`config.mk`:
```
export PLATFORM = sky130hd
export DESIGN_NAME = button_click_classifier
export DESIGN_NICKNAME = d
export VERILOG_FILES = /design/src/rtl/bcc_pkg.sv /design/src/rtl/button_click_classifier.sv /design/src/rtl/bcc_ctrl.sv /design/src/rtl/bcc_datapath.sv
export SDC_FILE = /design/constraint.sdc
export NUM_CORES = 1
export LEC_CHECK = 0
export BUFFER_PORTS_ARGS = -buffer_cell sky130_fd_sc_hd__buf_2
export CAP_MARGIN = 0
export CORE_MARGIN = 1.5
export CORE_UTILIZATION = 55
export DETAILED_ROUTE_END_ITERATION = 10
export PLACE_DENSITY = 0.77
export SKIP_LAST_GASP = 1
export SYNTH_ARGS = -nofsm -noshare
export SYNTH_HDL_FRONTEND = slang
export SYNTH_SLANG_ARGS = --single-unit
```
`constraint.sdc`:
```
create_clock -name clk -period 6.22 [get_ports clk]
set_input_delay 0 -clock clk [delete_from_list [all_inputs] [get_ports clk]]
set_output_delay 0 -clock clk [all_outputs]
set_load 0.02 [all_outputs]
```
`src/rtl/bcc_pkg.sv`:
```
// bcc_pkg: shared types and constants of the button click classifier
// used by bcc_ctrl, bcc_datapath and button_click_classifier; no dependencies
`default_nettype none

package bcc_pkg;

    localparam int MAX_BUTTONS = 10;
    localparam int BTN_W       = (MAX_BUTTONS > 1) ? $clog2(MAX_BUTTONS) : 1;
    localparam int CNT_W       = $clog2(MAX_BUTTONS + 1);

    // field widths
    localparam int CMD_W   = 2;
    localparam int MS_W    = 16;
    localparam int LVL_W   = 10;
    localparam int IDX_W   = 4;
    localparam int EV_W    = 3;
    localparam int ID_W    = 4;
    localparam int BCNT_W  = 4;
    localparam int CFGI_W  = 3;
    localparam int CFGD_W  = 16;
    localparam int IN_W    = 32;
    localparam int OUT_W   = 8;

    localparam logic [MS_W-1:0] DUR_MAX = 16'hFFFF;
    localparam logic [MS_W-1:0] DUR_ONE = 16'h0001;

    typedef enum logic [CMD_W-1:0] {
        CMD_SAMPLE = 2'd0,
        CMD_PAUSE  = 2'd1,
        CMD_RESUME = 2'd2,
        CMD_NONE   = 2'd3
    } cmd_t;

    typedef enum logic [EV_W-1:0] {
        EV_PRESSED   = 3'd0,
        EV_RELEASED  = 3'd1,
        EV_CLICK     = 3'd2,
        EV_DBLCLICK  = 3'd3,
        EV_LONGCLICK = 3'd4
    } event_t;

    typedef enum logic [CFGI_W-1:0] {
        REG_BUTTON_COUNT = 3'd0,
        REG_ACTIVE_MASK  = 3'd1,
        REG_CLICK_MIN    = 3'd2,
        REG_LONG_MIN     = 3'd3,
        REG_DBL_WINDOW   = 3'd4
    } reg_idx_t;

    // controller to datapath
    typedef struct packed {
        logic load;       // latch the accepted input word
        logic apply;      // carry out pause or resume, clear the walk index
        logic step;       // evaluate the button at the walk index
        logic flush;      // hand the held event out as the final one
    } dp_cmd_t;

    // datapath to controller
    typedef struct packed {
        logic is_sample;
        logic has_buttons;
        logic walk_last;
        logic step_stall;
        logic pend_valid;
        logic out_free;
    } dp_status_t;

endpackage

`default_nettype wire

```
`src/rtl/button_click_classifier.sv`:
```
// button_click_classifier: top level, joins the controller and the datapath
// depends on bcc_pkg, bcc_ctrl and bcc_datapath
`default_nettype none

// Classifies press, release, click, double click and long click events of up
// to ten push buttons. Each input word is a sample of all button levels with
// the milliseconds since the previous sample, or a pause or resume command for
// one button. A sample is handled by walking the buttons in use (button_count,
// at most ten) one per clock while the output side does not stall the walk;
// a sample with no button in use, pause, resume and unused commands skip the
// walk and go from decoding straight back to idle.
// Events leave in increasing button order, tlast marking the final event of a
// sample; a sample that causes no event produces no output word. The input
// side accepts only while no word is in progress; the output register lets the
// block finish a word while the last event still waits to be taken.
// Configuration is written through cfg_valid/cfg_index/cfg_data, always ready,
// and is meant to change only while the block is idle.

module button_click_classifier (
    input  wire logic                        clk,
    input  wire logic                        rst_n,
    input  wire logic                        cfg_valid,
    output logic                             cfg_ready,
    input  wire logic [bcc_pkg::CFGI_W-1:0]  cfg_index,
    input  wire logic [bcc_pkg::CFGD_W-1:0]  cfg_data,
    input  wire logic                        s_tvalid,
    output logic                             s_tready,
    // command[1:0], elapsed_ms[17:2], input_levels[27:18], button_index[31:28]
    input  wire logic [bcc_pkg::IN_W-1:0]    s_tdata,
    output logic                             m_tvalid,
    input  wire logic                        m_tready,
    // event_code[2:0], button_id[6:3], zero[7]
    output logic [bcc_pkg::OUT_W-1:0]        m_tdata,
    output logic                             m_tlast
);
    import bcc_pkg::*;

    dp_cmd_t    dp_cmd;
    dp_status_t dp_status;

    assign cfg_ready = 1'b1;

    bcc_ctrl u_ctrl (
        .clk      (clk),
        .rst_n    (rst_n),
        .s_tvalid (s_tvalid),
        .s_tready (s_tready),
        .status   (dp_status),
        .cmd      (dp_cmd)
    );

    bcc_datapath u_datapath (
        .clk       (clk),
        .rst_n     (rst_n),
        .cfg_valid (cfg_valid),
        .cfg_index (cfg_index),
        .cfg_data  (cfg_data),
        .s_tdata   (s_tdata),
        .cmd       (dp_cmd),
        .status    (dp_status),
        .m_tvalid  (m_tvalid),
        .m_tready  (m_tready),
        .m_tdata   (m_tdata),
        .m_tlast   (m_tlast)
    );

endmodule

`default_nettype wire

```
`src/rtl/bcc_ctrl.sv`:
```
// bcc_ctrl: sequencing state machine of the button click classifier
// depends on bcc_pkg; drives bcc_datapath through dp_cmd_t, reads dp_status_t
`default_nettype none

module bcc_ctrl (
    input  wire logic               clk,
    input  wire logic               rst_n,
    input  wire logic               s_tvalid,
    output logic                    s_tready,
    input  wire bcc_pkg::dp_status_t status,
    output bcc_pkg::dp_cmd_t        cmd
);
    import bcc_pkg::*;

    typedef enum logic [3:0] {
        ST_IDLE   = 4'b0001,
        ST_DECODE = 4'b0010,
        ST_SCAN   = 4'b0100,
        ST_FLUSH  = 4'b1000
    } state_t;

    state_t state_reg;
    state_t state_next;

    assign s_tready = (state_reg == ST_IDLE);

    always_comb
    begin
        state_next = state_reg;
        cmd        = '0;
        case (state_reg)
            ST_IDLE:
            begin
                cmd.load = s_tvalid;
                if (s_tvalid)
                    state_next = ST_DECODE;
            end
            ST_DECODE:
            begin
                cmd.apply = 1'b1;
                if (status.is_sample && status.has_buttons)
                    state_next = ST_SCAN;
                else
                    state_next = ST_IDLE;
            end
            ST_SCAN:
            begin
                cmd.step = 1'b1;
                if (!status.step_stall && status.walk_last)
                    state_next = ST_FLUSH;
            end
            ST_FLUSH:
            begin
                cmd.flush = 1'b1;
                if (!status.pend_valid || status.out_free)
                    state_next = ST_IDLE;
            end
            default:
            begin
                state_next = ST_IDLE;
            end
        endcase
    end

    always_ff @(posedge clk or negedge rst_n)
    begin
        if (!rst_n)
            state_reg <= ST_IDLE;
        else
            state_reg <= state_next;
    end

endmodule

`default_nettype wire

```
`src/rtl/bcc_datapath.sv`:
```
// bcc_datapath: configuration registers, per-button state and event evaluation
// depends on bcc_pkg; sequenced by bcc_ctrl
`default_nettype none

module bcc_datapath (
    input  wire logic                        clk,
    input  wire logic                        rst_n,
    input  wire logic                        cfg_valid,
    input  wire logic [bcc_pkg::CFGI_W-1:0]  cfg_index,
    input  wire logic [bcc_pkg::CFGD_W-1:0]  cfg_data,
    input  wire logic [bcc_pkg::IN_W-1:0]    s_tdata,
    input  wire bcc_pkg::dp_cmd_t            cmd,
    output bcc_pkg::dp_status_t              status,
    output logic                             m_tvalid,
    input  wire logic                        m_tready,
    output logic [bcc_pkg::OUT_W-1:0]        m_tdata,
    output logic                             m_tlast
);
    import bcc_pkg::*;

    // configuration
    logic [BCNT_W-1:0] button_count_reg;
    logic [LVL_W-1:0]  active_mask_reg;
    logic [MS_W-1:0]   click_min_reg;
    logic [MS_W-1:0]   long_min_reg;
    logic [MS_W-1:0]   dbl_window_reg;

    // per-button state
    logic [MS_W-1:0] dur_reg     [MAX_BUTTONS];
    logic            pressed_reg [MAX_BUTTONS];
    logic            armed_reg   [MAX_BUTTONS];
    logic            paused_reg  [MAX_BUTTONS];

    // latched input word
    cmd_t             in_cmd_reg;
    logic [MS_W-1:0]  in_elapsed_reg;
    logic [LVL_W-1:0] in_levels_reg;
    logic [IDX_W-1:0] in_index_reg;

    logic [BTN_W-1:0] walk_reg;

    // one event held back until it is known whether another follows
    logic             pend_valid_reg;
    event_t           pend_ev_reg;
    logic [BTN_W-1:0] pend_id_reg;

    logic             out_valid_reg;
    event_t           out_ev_reg;
    logic [BTN_W-1:0] out_id_reg;
    logic             out_last_reg;

    logic [CNT_W-1:0] count_eff;
    logic             idx_ok;
    logic [BTN_W-1:0] cmd_btn;
    logic             out_free;

    // evaluation of the walked button
    logic [MS_W:0]    dur_sum;
    logic [MS_W-1:0]  dur_grown;
    logic             level_active;
    logic             ev_emit;
    event_t           ev_code;
    logic [MS_W-1:0]  dur_next;
    logic             pressed_next;
    logic             armed_next;
    logic             step_go;
    logic             push_step;
    logic             push_flush;

    always_comb
    begin
        if ({{(CNT_W > BCNT_W ? CNT_W - BCNT_W : 0){1'b0}}, button_count_reg}
            > (CNT_W > BCNT_W ? CNT_W : BCNT_W)'(MAX_BUTTONS))
            count_eff = CNT_W'(MAX_BUTTONS);
        else
            count_eff = CNT_W'(button_count_reg);
    end

    assign idx_ok  = ({{CNT_W{1'b0}}, in_index_reg} < {{IDX_W{1'b0}}, count_eff});
    assign cmd_btn = BTN_W'(in_index_reg);
    assign out_free = !out_valid_reg || m_tready;

    always_comb
    begin
        dur_sum      = {1'b0, dur_reg[walk_reg]} + {1'b0, in_elapsed_reg};
        if (dur_reg[walk_reg] == '0)
            dur_grown = '0;
        else if (dur_sum >= {1'b0, DUR_MAX})
            dur_grown = DUR_MAX;
        else
            dur_grown = dur_sum[MS_W-1:0];

        level_active = (in_levels_reg[walk_reg] == active_mask_reg[walk_reg]);
        ev_emit      = 1'b0;
        ev_code      = EV_PRESSED;
        dur_next     = dur_grown;
        pressed_next = pressed_reg[walk_reg];
        armed_next   = armed_reg[walk_reg];

        if (level_active)
        begin
            if (!pressed_reg[walk_reg])
            begin
                armed_next   = (dur_grown != '0) && (dur_grown <= dbl_window_reg);
                pressed_next = 1'b1;
                dur_next     = DUR_ONE;
                ev_emit      = 1'b1;
            end
        end
        else if (pressed_reg[walk_reg])
        begin
            ev_emit      = 1'b1;
            pressed_next = 1'b0;
            if (dur_grown >= long_min_reg)
                ev_code = EV_LONGCLICK;
            else if (dur_grown >= click_min_reg)
                ev_code = armed_reg[walk_reg] ? EV_DBLCLICK : EV_CLICK;
            else
                ev_code = EV_RELEASED;
            // a click restarts the gap timer for the next double click
            if ((dur_grown >= click_min_reg) && (dur_grown < long_min_reg))
                dur_next = DUR_ONE;
            else
                dur_next = '0;
        end

        if (paused_reg[walk_reg])
            ev_emit = 1'b0;
    end

    assign status.is_sample   = (in_cmd_reg == CMD_SAMPLE);
    assign status.has_buttons = (count_eff != '0);
    assign status.walk_last   = ({{(CNT_W > BTN_W ? CNT_W - BTN_W : 0){1'b0}}, walk_reg}
                                 == BTN_W'(count_eff - CNT_W'(1)));
    assign status.step_stall  = ev_emit && pend_valid_reg && !out_free;
    assign status.pend_valid  = pend_valid_reg;
    assign status.out_free    = out_free;

    assign step_go    = cmd.step && !status.step_stall;
    assign push_step  = step_go && ev_emit && pend_valid_reg;
    assign push_flush = cmd.flush && pend_valid_reg && out_free;

    // configuration writes
    always_ff @(posedge clk or negedge rst_n)
    begin
        if (!rst_n)
        begin
            button_count_reg <= '0;
            active_mask_reg  <= '0;
            click_min_reg    <= 16'd50;
            long_min_reg     <= 16'd1000;
            dbl_window_reg   <= 16'd500;
        end
        else if (cfg_valid)
        begin
            case (cfg_index)
                REG_BUTTON_COUNT: button_count_reg <= cfg_data[BCNT_W-1:0];
                REG_ACTIVE_MASK:  active_mask_reg  <= cfg_data[LVL_W-1:0];
                REG_CLICK_MIN:    click_min_reg    <= cfg_data;
                REG_LONG_MIN:     long_min_reg     <= cfg_data;
                REG_DBL_WINDOW:   dbl_window_reg   <= cfg_data;
                default:
                begin
                end
            endcase
        end
    end

    // button state
    always_ff @(posedge clk or negedge rst_n)
    begin
        if (!rst_n)
        begin
            for (int i = 0; i < MAX_BUTTONS; i++)
            begin
                dur_reg[i]     <= '0;
                pressed_reg[i] <= 1'b0;
                armed_reg[i]   <= 1'b0;
                paused_reg[i]  <= 1'b0;
            end
        end
        else if (cmd.apply && idx_ok)
        begin
            if (in_cmd_reg == CMD_PAUSE)
                paused_reg[cmd_btn] <= 1'b1;
            else if (in_cmd_reg == CMD_RESUME)
            begin
                paused_reg[cmd_btn]  <= 1'b0;
                pressed_reg[cmd_btn] <= 1'b0;
                armed_reg[cmd_btn]   <= 1'b0;
                dur_reg[cmd_btn]     <= '0;
            end
        end
        else if (step_go && !paused_reg[walk_reg])
        begin
            dur_reg[walk_reg]     <= dur_next;
            pressed_reg[walk_reg] <= pressed_next;
            armed_reg[walk_reg]   <= armed_next;
        end
    end

    // walk index and handshake state
    always_ff @(posedge clk or negedge rst_n)
    begin
        if (!rst_n)
        begin
            walk_reg       <= '0;
            pend_valid_reg <= 1'b0;
            out_valid_reg  <= 1'b0;
        end
        else
        begin
            if (cmd.apply)
                walk_reg <= '0;
            else if (step_go)
                walk_reg <= walk_reg + BTN_W'(1);

            if (step_go && ev_emit)
                pend_valid_reg <= 1'b1;
            else if (push_flush)
                pend_valid_reg <= 1'b0;

            if (push_step || push_flush)
                out_valid_reg <= 1'b1;
            else if (m_tready)
                out_valid_reg <= 1'b0;
        end
    end

    // payload registers
    always_ff @(posedge clk)
    begin
        if (cmd.load)
        begin
            in_cmd_reg     <= cmd_t'(s_tdata[1:0]);
            in_elapsed_reg <= s_tdata[17:2];
            in_levels_reg  <= s_tdata[27:18];
            in_index_reg   <= s_tdata[31:28];
        end
        if (step_go && ev_emit)
        begin
            pend_ev_reg <= ev_code;
            pend_id_reg <= walk_reg;
        end
        if (push_step || push_flush)
        begin
            out_ev_reg   <= pend_ev_reg;
            out_id_reg   <= pend_id_reg;
            out_last_reg <= push_flush;
        end
    end

    assign m_tvalid = out_valid_reg;
    assign m_tdata  = {1'b0, ID_W'(out_id_reg), out_ev_reg};
    assign m_tlast  = out_last_reg;

endmodule

`default_nettype wire

```
==> results of run 1 <==
## cell type report
| class | count | area, um2 | share of cell area, % |
|---|---|---|---|
| well taps | 378 | 473 | 2.58 |
| repair buffers | 175 | 1340 | 7.27 |
| multi-input cells | 987 | 7180 | 39.1 |
| clock buffers | 39 | 901 | 4.91 |
| inverters | 65 | 244 | 1.33 |
| clock inverters | 22 | 241 | 1.31 |
| flip-flops and latches | 309 | 7990 | 43.5 |
## worst register-to-register path: stages, from the launching register on
cell       delay [ps]
dfrtp_1           540
nand2b_1          260
nand2b_1          340
buf_4             290
o21ai_0           390
ha_1              340
and2_1            180
and3_1            180
a21boi_2          180
o31ai_4           270
o21bai_1          140
a21o_2            300
nor2_1            360
nor2_1            170
ha_1              360
a2111oi_0         400
o21ai_0           220
a21oi_2           310
nor3_1            140
a211oi_4          390
o21ai_0           150
## report_power, final
part	switching (mW)	internal (mW)
sequential	0.147	2.31
combinational	2.08	1.16
clock	0.831	1.25
total	3.06	4.72
## cells in the mapped netlist, types with 8 or more instances
cell	count	area share [%]
a21o_1	19	0.90
a21oi_1	24	0.76
a22o_1	38	2.1
a22oi_1	19	0.90
a32o_1	10	0.63
and2_1	15	0.60
buf_2	20	0.63
clkbuf_1	47	1.1
dfrtp_1	246	39
dfstp_2	16	2.7
edfxtp_1	47	9.0
ha_1	77	6.1
inv_1	65	1.5
mux2_2	42	3.0
mux2i_1	24	1.5
mux4_2	35	5.0
nand2_1	215	5.1
nand3_1	21	0.67
nand4_1	8	0.32
nor2_1	67	1.6
nor2b_1	12	0.48
nor3_1	18	0.57
nor4_1	10	0.40
o21ai_0	162	5.1
o21ai_1	15	0.48
o22ai_1	14	0.56
o31ai_1	11	0.52
or4_1	12	0.57
xnor2_1	15	0.83
## worst max-delay path by stage
stage / slack [ps] / to
floorplan: 600 / u_datapath.armed_reg[7]
global placement: 70 / u_datapath.armed_reg[4]
detailed placement: -110 / u_datapath.armed_reg[4]
CTS: 80 / u_datapath.dur_reg[96]
global route: 10 / u_datapath.dur_reg[32]
finish: 180 / u_datapath.dur_reg[32]
## repair_timing
action	4_1_cts	5_1_grt
buffers inserted	3	0
gates resized for setup	2	12
cloned	0	0
endpoints found under the hold margin	193	0
hold buffers	53	0
setup endpoints to repair	20	23
pin swaps	0	1
## per-stage QoR
| step | power, mW | util, % | worst slack (ps) |
|---|---|---|---|
| floorplan | 4.60 | - | 597 |
| finish | 7.79 | 65.6 | 183 |
| global route | 8.16 | 65.6 | 14.3 |
| detailed placement | 5.55 | 59.3 | -114 |
| CTS | 7.69 | 65.4 | 80.6 |
| global placement | 5.44 | 59.3 | 69.8 |
## kinds of logic (layout without fill, tap and decap cells)
kind of cell    Yosys count  in the layout  synth area share, %
xor+xnor                 23             23                 1.33
other cells               2              2               0.0476
mux                     108            108                 10.7
compound gates          363            363                 15.0
buf+inv                 144            301                 4.12
simple gates            413            413                 12.0
fa+ha+maj                78             78                 6.24
flops                   309            309                 50.7
## layer usage
layer / vias to the layer above / global-route usage [%]
met2: 682 / 51.0
met3: 141 / 6.78
met5: - / 0
li1: 5479 / -
met4: 0 / 13.7
met1: 6215 / 39.2
==> results.tsv, run 1 <==
metric	value	unit
min_from	cfg_index[2]	
setup_viol	0	
clock_latency	520	ps
worstSetupPathDepth	20	
synth_seq_cells	309	
final_area	18400	um2
status	complete, no violations	
tightestPinTransition	1250	ps
numPortBuffers	65	
hold_depth	4	
period_share	97.1	%
antenna_cells	0	
postPlaceCellArea	16600	um2
power.density	424	nW/um2
largest_reg_flops	160	
final_common_cell	dfrtp_1	
vias_per_cell	6.34	
syn_area_per_cell	10.9	um2
clock-sinks	309	
path_cells	nand2b_1 -> nand2b_1 -> buf_4 -> o21ai_0 -> ha_1 -> and2_1 -> and3_1 -> a21boi_2 -> o31ai_4 -> o21bai_1 -> a21o_2 -> nor2_1 -> nor2_1 -> ha_1 -> a2111oi_0 -> o21ai_0 -> a21oi_2 -> nor3_1 -> a211oi_4 -> o21ai_0	
drt_wl_total	43.8	mm
hpwl	29.0	mm
synth_edf_count	47	
hold_end	u_datapath.button_count_reg[3]	
drt-initial-drc-count	1209	
ys.warnings.count	0	
fp.dieW	172	um
max_stage_delay	540	ps
layout-drive-gt1-share	18.7	%
row_count	61	
dieArea	29700	um2
fin_worst_skew	17.6	ps
vias	12500	
drtAntennaViolNets	0	
nets	1706	
top_layer_used	met4	
place_congestion	0.932	
cts_made_buffers	34	
yosysSeqAreaShare	50.7	%
finalMaxSlewViolations	0	
core-area	28000	um2
wl_met1	16.8	mm
r2r_end	u_datapath.dur_reg[32]	
cp.buffers_inverters	1	
r2r_slack	180	ps
synth_fp_nets	1574	
stdcell_count	1975	
hold_class	primary input to flip-flop	
dp_cells	1858	
r2r_start	u_datapath.walk_reg[2]	
wl_per_cell	22.2	um
cts_root_buf	clkbuf_16	
num_io_pins	68	
antenna_found_initial	0	
ys_types	77	
fill_cells	2038	
worstSetupEndpointType	flip-flop	
worstPathArrival	6420	ps
cts_tree	built	
path_delay_family	compound AO/OA/AOI/OAI gates	
final_cell_mix	244 x dfrtp_1, 215 x nand2_1, 158 x o21ai_0, 77 x ha_1, 66 x nor2_1	
hold_violations	0	
synth_flop_cell	dfrtp_1	
grt_max_degree	115	
wl_met3	3.94	mm
rsz0062_at_grt	false	
grt_overflow_total	0	
clk_path_buf_depth	3	
critPathKind	flip-flop to flip-flop	
relSlewSlack	16.5	%
power.leakage	8.14	nW
cp.required	6600	ps
die_h	172	um
drv_cap	0	
wl_met2	21.2	mm
start_util	56.3	%
slowest_stage	dfrtp_1	
grt_pass1_vias	12500	
grt_usage	30.9	%
setup-tns-final	0	ps
syn_inst	1440	
fmax	166	MHz
cts.htree.levels	2	
period_needed	6040	ps
syn2layout_area_growth	16.5	%
async_reset_ff_share	84.8	%
cts.clk_slew.worst_paths	60	ps
grt_pass1_wl	69.3	mm
dr.pass1.iters	8	
whs	103	ps
worst_path_most_repeated_cell	o21ai_0	
peakVddDrop	0.000343	V
startpoint	u_datapath.walk_reg[2]	
synth_area	15800	um2
reg2regPathDepth	20	
drc	0	
crit_path_max_fanout	15	
start_kind	flip-flop	
No activity file was read; power rests on OpenSTA's default activity.
==> run 2: changes to the inputs <==
Settings changed: CORE_UTILIZATION 55 to 40, PLACE_DENSITY 0.77 to 0.61, SLEW_MARGIN from default to 10.
==> results.tsv, run 2 (synthesized netlist as in run 1, its figures left out) <==
metric	value	unit	change
fill_cells	3576		was 2038
cts_root_buf	clkbuf_16		unchanged
cts_made_buffers	34		unchanged
cp.buffers_inverters	4		was 1
row_count	72		was 61
fmax	170	MHz	was 166 MHz
seq_power_share	31.9	%	was 31.6%
start_kind	flip-flop		unchanged
syn2layout_area_growth	17.6	%	was 16.5%
clock_power_share	26.9	%	was 26.7%
period_needed	5900	ps	was 6040 ps
grt_max_degree	152		was 115
peakVddDrop	0.000300	V	was 0.000343 V
power.internal	4.71	mW	was 4.72 mW
drv_cap	0		unchanged
drc	0		unchanged
grt_pass1_vias	12200		was 12500
relSlewSlack	25.9	%	was 16.5%
antenna_cells	0		unchanged
dr.pass1.iters	5		was 8
clk_path_buf_depth	3		unchanged
slowest_stage	mux4_1		was dfrtp_1
power.density	415	nW/um2	was 424 nW/um2
place_congestion	0.920		was 0.932
nets	1708		was 1706
p_comb_share	41.3	%	was 41.7%
grt_overflow_total	0		unchanged
fin_worst_skew	19.0	ps	was 17.6 ps
cts.clk_slew.worst_paths	60	ps	about the same
start_util	40.7	%	was 56.3%
numPortBuffers	65		unchanged
final_cell_mix	244 x dfrtp_1, 215 x nand2_1, 158 x o21ai_0, 77 x ha_1		was 244 x dfrtp_1, 215 x nand2_1, 158 x o21ai_0, 77 x ha_1, 66 x nor2_1
layout-drive-gt1-share	18.9	%	was 18.7%
drt_wl_total	44.2	mm	was 43.8 mm
hpwl	30.6	mm	was 29.0 mm
hold_class	primary input to flip-flop		unchanged
cts.htree.levels	2		unchanged
path_cells	buf_4 -> buf_4 -> mux4_1 -> a22oi_1 -> o21ai_0 -> ha_1 -> and3_1 -> a21boi_2 -> o31ai_2 -> o21bai_1 -> a21o_1 -> buf_4 -> o21bai_1 -> inv_1 -> ha_1 -> a21o_1 -> a21o_1 -> a21oi_1 -> o21a_1 -> a21oi_2 -> or4_1 -> o211ai_2		was nand2b_1 -> nand2b_1 -> buf_4 -> o21ai_0 -> ha_1 -> and2_1 -> and3_1 -> a21boi_2 -> o31ai_4 -> o21bai_1 -> a21o_2 -> nor2_1 -> nor2_1 -> ha_1 -> a2111oi_0 -> o21ai_0 -> a21oi_2 -> nor3_1 -> a211oi_4 -> o21ai_0
status	complete, no violations		unchanged
power.switching	2.99	mW	was 3.06 mW
pre_cts_ws	-29.2	ps	was -114 ps
worstPathArrival	6330	ps	was 6420 ps
tightestPinTransition	1110	ps	was 1250 ps
grt_usage	22.0	%	was 30.9%
worstSetupEndpointType	flip-flop		unchanged
clock-sinks	309		unchanged
clock_latency	530	ps	was 520 ps
final_common_cell	dfrtp_1		unchanged
die_h	202	um	was 172 um
vias	11900		was 12500
num_io_pins	68		unchanged
swShare	38.8	%	was 39.3%
drtAntennaViolNets	0		unchanged
drt-initial-drc-count	1068		was 1209
finalMaxSlewViolations	0		unchanged
period_share	94.8	%	was 97.1%
max_stage_delay	620	ps	was 540 ps
critPathKind	flip-flop to flip-flop		unchanged
largest_reg_flops	160		unchanged
cts_tree	built		unchanged
cp.required	6660	ps	was 6600 ps
final_util	47.9	%	was 65.6%
wl_per_cell	20.9	um	was 22.2 um
grt_pass1_wl	69.8	mm	was 69.3 mm
power.leakage	8.17	nW	was 8.14 nW
hold_violations	0		unchanged
setup_viol	0		unchanged
vias_per_cell	5.64		was 6.34
crit_path_max_fanout	11		was 15
fp.dieW	202	um	was 172 um
path_delay_family	compound AO/OA/AOI/OAI gates		unchanged
core-area	38700	um2	was 28000 um2
dieArea	40600	um2	was 29700 um2
antenna_found_initial	0		unchanged
fin_ws	323	ps	was 183 ps
## run 2: repair_timing
action / CTS / global route
buffers inserted: 1 / 8
hold buffers: 53 / 0
endpoints found under the hold margin: 198 / 0
pin swaps: 0 / 3
gates resized for setup: 0 / 13
setup endpoints to repair: 8 / 23
## run 2: area by class of cell
cell class | count | area (um2) | area share (%)
well taps | 518 | 648 | 3.49
flip-flops and latches | 309 | 7990 | 43.1
clock inverters | 10 | 105 | 0.567
multi-input cells | 987 | 7170 | 38.7
repair buffers | 177 | 1350 | 7.25
inverters | 65 | 244 | 1.32
clock buffers | 51 | 1040 | 5.62
## run 2: stage by stage
stage	power (mW)	cell area [um2]	setup TNS [ps]	hold slack, ps	cells
after floorplan	4.60	15800	0	-296	1440
after global placement	5.47	16800	0	104	1994
after detailed placement	5.53	16800	-115	97.0	1994
after CTS	7.64	18500	0	11.4	2109
after global routing	8.18	18500	-36.2	61.8	2117
final	7.70	18500	0	26.7	2117
## run 2: power by group through the flow
stage / combinational (mW) / clock [mW] / sequential, mW
after CTS: 3.08 / 2.10 / 2.46
after global routing: 3.52 / 2.18 / 2.48
after floorplan: 2.17 / 0 / 2.43
final: 3.18 / 2.07 / 2.45
after detailed placement: 3.02 / 0 / 2.51
after global placement: 2.97 / 0 / 2.50
## run 2: path summary, 6_finish.rpt
| check | startpoint | end | slack [ps] | cells after the start |
|---|---|---|---|---|
| max | u_datapath.walk_reg[0] | u_datapath.armed_reg[6] | 320 | 22 |
| min | cfg_index[2] | u_datapath.button_count_reg[3] | 30 | 4 |
| max reg2reg | u_datapath.walk_reg[0] | u_datapath.armed_reg[6] | 320 | 22 |
| min reg2reg | u_datapath.pend_id_reg[3] | u_datapath.out_id_reg[3] | 420 | 0 |
| max in group asynchronous | rst_n | u_datapath.walk_reg[0] | 4730 | 3 |
| min in group asynchronous | rst_n | u_datapath.active_mask_reg[0] | 90 | 2 |
## run 2: worst register-to-register path: stages, from the launching register on
cell      delay (ps)
dfrtp_4          550
buf_4            150
buf_4            240
mux4_1           630
a22oi_1          200
o21ai_0          220
ha_1             410
and3_1           190
a21boi_2         170
o31ai_2          290
o21bai_1         130
a21o_1           280
buf_4            200
o21bai_1         210
inv_1            120
ha_1             300
a21o_1           160
a21o_1           170
a21oi_1          200
o21a_1           200
a21oi_2          140
or4_1            520
o211ai_2         150
## run 2: per-layer routing
layer | global-route usage [%] | up-vias | part of all wire (%)
met1 | 28.9 | 6008 | 43
met3 | 3.66 | 103 | 5.6
met4 | 7.17 | 0 | 3.2
met2 | 37.2 | 351 | 48
li1 | - | 5473 | -
met5 | 0 | - | 0
